==> src/hdl/mcdf_ram.sv <==
`timescale 1ns / 1ps
// ----------------------------------------------------------------------------
// mcdf_ram
// Generic single-port RAM, synchronous write, registered read.
// ----------------------------------------------------------------------------
module mcdf_ram #(
  parameter int WIDTH = 8,
  parameter int DEPTH = 256
) (
  input  logic                     clk_i,
  input  logic                     we_i,
  input  logic [$clog2(DEPTH)-1:0] addr_i,
  input  logic [WIDTH-1:0]         wdata_i,
  output logic [WIDTH-1:0]         rdata_o
);

  logic [WIDTH-1:0] mem [DEPTH];
  logic [WIDTH-1:0] rdata_q;

  // read-first port
  always_ff @(posedge clk_i) begin
    if (we_i) begin
      mem[addr_i] <= wdata_i;
    end
    rdata_q <= mem[addr_i];
  end

  assign rdata_o = rdata_q;

endmodule

==> config.mk <==
export PLATFORM = sky130hd
export DESIGN_NAME = mcdf_ram
export DESIGN_NICKNAME = d
export VERILOG_FILES = /design/src/hdl/mcdf_ram.sv
export SDC_FILE = /design/constraint.sdc
export NUM_CORES = 2
export LEC_CHECK = 0
export BUFFER_PORTS_ARGS = -buffer_cell sky130_fd_sc_hd__buf_4
export CAP_MARGIN = 40
export CORE_UTILIZATION = 50
export CTS_CLUSTER_DIAMETER = 50
export DETAILED_ROUTE_END_ITERATION = 10
export MAX_ROUTING_LAYER = met4
export PLACE_DENSITY = 0.69
export SETUP_SLACK_MARGIN = 0.5
export SKIP_LAST_GASP = 1
export SYNTH_ARGS = -nofsm -noshare
export SYNTH_HDL_FRONTEND = slang
export SYNTH_SLANG_ARGS = --single-unit
==> constraint.sdc <==
create_clock -name clk_i -period 3.44 [get_ports clk_i]
set_clock_uncertainty 0.1 [all_clocks]
set_input_delay 0.688 -clock clk_i [delete_from_list [all_inputs] [get_ports clk_i]]
set_output_delay 0.688 -clock clk_i [all_outputs]
set_load 0.005 [all_outputs]
# --- After elaboration in Yosys (flattened, before gate mapping) ---
# Memories as Yosys holds them, arrays and structs flattened. A register that Yosys moved wholly into a read port is not among the register bits.
# Cells that the tools add are included.
totals:
  regBits: 0
  ram_bits: 2048
  input_bits: 18
  out_inout_bits: 8
  mem_count: 1
memory_table:
  columns: ["memory", "depth", "width", "read_ports", "rd_ports_with_merged_regs", "wr", "line_no", "source"]
  rows:
  - ["mem", 256, 8, 1, 1, 1, "17", "logic [WIDTH-1:0] mem [DEPTH];"]
op_classes:
  muxes: 2
op_table:
  columns: ["operator", "count"]
  rows:
  - ["$mux 1", 2]

# --- Depth between registers and ports, before layout ---
logic_depth:
  ltp_word: 2
  depth_mapped: 10
  depth_no_buf: 5

# --- Least setup slack after synthesis ---
# OpenSTA, ideal clock, no wires.
synth_timing:
  path_kind: "in2reg"
  from: "input addr_i[1]"
  to: "memory mem[111][0], enable pin"
  setup_time_ps: 370
  arrival_ps: 2537
  slack_ps: 433
  cell_stages: 9
  n_path_buf: 5
  path_cell_list: "buf_2 > clkbuf_1 > clkbuf_1 > nand2_1 > buf_2 > nor2_1 > nand2_1 > clkbuf_1 > nor2_1"
synth_lines:
  columns: ["item", "line_no", "source"]
  rows:
  - ["start: declaration", "12", "input logic [$clog2(DEPTH)-1:0] addr_i,"]
  - ["end: declaration", "17", null]
# No word-level cell before the write port.

==> flow_summary.toml <==
[synthesis]
yosys_warnings = 0
syn_nets = 3565
yosysSeqAreaShare = 0.786
synth_cell_types = 22
synthCells = 3547
syn_area_per_cell_um2 = 22.1
post_synth_instance_area_mm2 = 0.0785
ys_seq_elements = 2056

[cells_and_area]
seqCellArea_mm2 = 0.0617
area_growth_pct = 16.9
n_fill_cell = 10904
stdcell_count = 6287
final_nets = 4071
multi_input_area_mm2 = 0.0158
layout-drive-gt1-share = 0.324

[pwr]
swShare = 0.211
p_switching_mw = 11.0
power_frac_comb = 0.047
p_int_mw = 41.2
clock_power_share = 0.423
powerDensity_mw_per_mm2 = 569
vdd_drop_max_mv = 0.573
leakagePower_nw = 29.0
seqPwrFrac = 0.530

[critical_path]
path_buf_inv = 3
cp.depth = 8
arrival_ns = 3.43
cp-endpoint = "rdata_o[1]"
cp_common_cell = "buf_12"
cp_top_family = "compound AO/OA/AOI/OAI gates"
r2r_slack_ns = 0.77
max_stage_delay_ns = 0.85
worstReg2RegStart = "mem[59][1]"
worstPathCellList = "buf_8 > buf_12 > buf_12 > mux4_2 > a22oi_1 > a21oi_1 > o41ai_2 > nand4_1"
timing.rr.end = "rdata_o[1]"
crit_type = "in2reg"
cp-end-kind = "register"
worstSetupStartpoint = "addr_i[0]"
slowest_stage = "o41ai_2"
ff2ff_path_depth = 5
worst-path-max-fanout = 15
worstPathRequired_ns = 4.01
start_kind = "primary input"

[global_route]
track_usage = 0.248
overflow = 0
grt_pass1_vias = 39764
antenna_found_initial = 8
grt_max_degree = 95
grt_pass1_wl_mm = 274

[clocking]
tritoncts = "yes"
clk_latency_ns = 0.84
cts_hold_buffers = 0
clock-sinks = 2056
cts_root_buf = "clkbuf_16"
cts_buffer_depth = 3
cts_setup_buffers = 0
htreeDepth = 4
cts_buffers = 202
cts_resized = 0
clkTransAtPathRegs_ns = 0.06

[placed_design]
place_inst = 5907
port_buffers = 25
place_hpwl_mm = 116
gp_congestion = 0.871

[hold_path]
min_path_type = "in2reg"

[routing]
postRouteAntennaNets = 0
vias = 38889
totalWireLength_mm = 187
avgViaCountPerCell = 6.19
drt_iter0_drc = 4578
drt_first_pass_iters = 6
post_drt_wl_per_cell_um = 29.8
route.detailed.drc = 0

[timing]
whs_ns = 0.225
fin_crit_sh = 0.832
setup_viol = 0
slew_headroom = 0.418
timing.fmax_mhz = 349
worst_pin_slew_ns = 0.864
period_minus_slack_ns = 2.86
hold_viol = 0
rsz0062_at_grt = "no"
finalMaxSlewViolations = 0

[floorplanning]
core_mm2 = 0.156
die_w_um = 398
die_h_um = 398
rows = 145
dieArea_mm2 = 0.159
start_util = 0.503
io_pins = 26

[job]
drv_cap = 0

[run_status]
status = "finished clean"
through the flow:
stage	instance area (um2)	util	worst slack, ns	TNS [ns]	power, mW
final	91800	0.588	0.579	0	52.2
after global routing	91800	0.588	0.533	0	53.5
after CTS	91700	0.588	0.605	0	52.5
after detailed placement	85100	0.545	-0.276	-1.38	30.7
after global placement	85100	0.545	-0.756	-2.02	30.6
after floorplan	78500	-	0.433	0	29.4
cell type report:
cell class / count / area share
timing repair buffer: 534 / 0.0549
sequential: 2056 / 0.672
multi-input combinational: 1258 / 0.172
clock buffer: 244 / 0.0576
inverter: 1 / 0.0000409
tap: 2058 / 0.0281
antenna: 4 / 0.000109
clock inverter: 132 / 0.0152
worst min path at each step:
stage,start,endpoint,slack (ns),cells past startpoint
global route,wdata_i[5],mem[95][5],0.24,1
CTS,wdata_i[5],mem[95][5],0.23,1
finish,wdata_i[5],mem[95][5],0.22,1
detailed placement,mem[30][2],rdata_o[2],0.82,5
global placement,mem[24][4],rdata_o[4],0.80,5
floorplan,wdata_i[0],mem[0][0],0.69,0
cells in the final DEF (no fill, tap or decap), drive strengths merged:
cell type  count
nand2         28
clkinv        89
inv           11
edfxtp      2048
nand3         13
nand2b         6
or3            1
clkbuf       250
o41ai         32
dfxtp          8
nand4          8
buf          528
a22oi        256
nor3          30
and2           3
mux4         512
bufinv        21
nor2b          7
or2            2
nor2         232
clkinvlp      12
diode          4
a21oi        128
synth_stat cells, drive strengths merged:
library cell	number	share of area
o41ai	32	0.0036
nand2b	6	0.00048
nand4	8	0.00064
or2	2	0.00016
edfxtp	2048	0.78
nor2	232	0.011
a21oi	128	0.0082
or3	1	0.000080
nor3	30	0.0019
a22oi	256	0.024
dfxtp	8	0.0020
and2	3	0.00024
buf	87	0.0070
nand2	28	0.0013
clkbuf	145	0.0069
nand3	13	0.00083
nor2b	7	0.00056
mux4	512	0.15
inv	1	0.000048
flip-flops by register name, indices dropped and copies added (netlist names):
signal and cells:
mem 2048, rdata_o 8
power groups by stage:
stage                     clock (mW)  sequential (mW)  combinational, mW
after floorplan                    0             28.2               1.23
after global placement             0             28.2               2.45
after detailed placement           0             28.2               2.49
after CTS                       22.4             27.7               2.50
after global routing            23.3             27.6               2.62
final                           22.1             27.7               2.48
layer usage:
metal / GRT usage / up-vias / wire length, um
met4: 0.0711 / 0 / 5040
met2: 0.377 / 1821 / 90700
met3: 0.0480 / 312 / 17100
li1: - / 16114 / -
met5: - / - / 0
met1: 0.343 / 20642 / 74600
worst register-to-register path: cells and delay by family (launching register included):
kind | cells | cell delay, ns
compound gates | 3 | 1.41
flops | 1 | 0.37
mux | 1 | 0.47
simple gates | 1 | 0.16
kinds of logic after synthesis:
| kind of cell | count (synthesis) | synth area share |
|---|---|---|
| buf+inv | 233 | 0.0140 |
| flops | 2056 | 0.786 |
| mux | 512 | 0.147 |
| compound gates | 416 | 0.0362 |
| simple gates | 330 | 0.0173 |
Note: power is estimated with default switching activity, not from simulation.
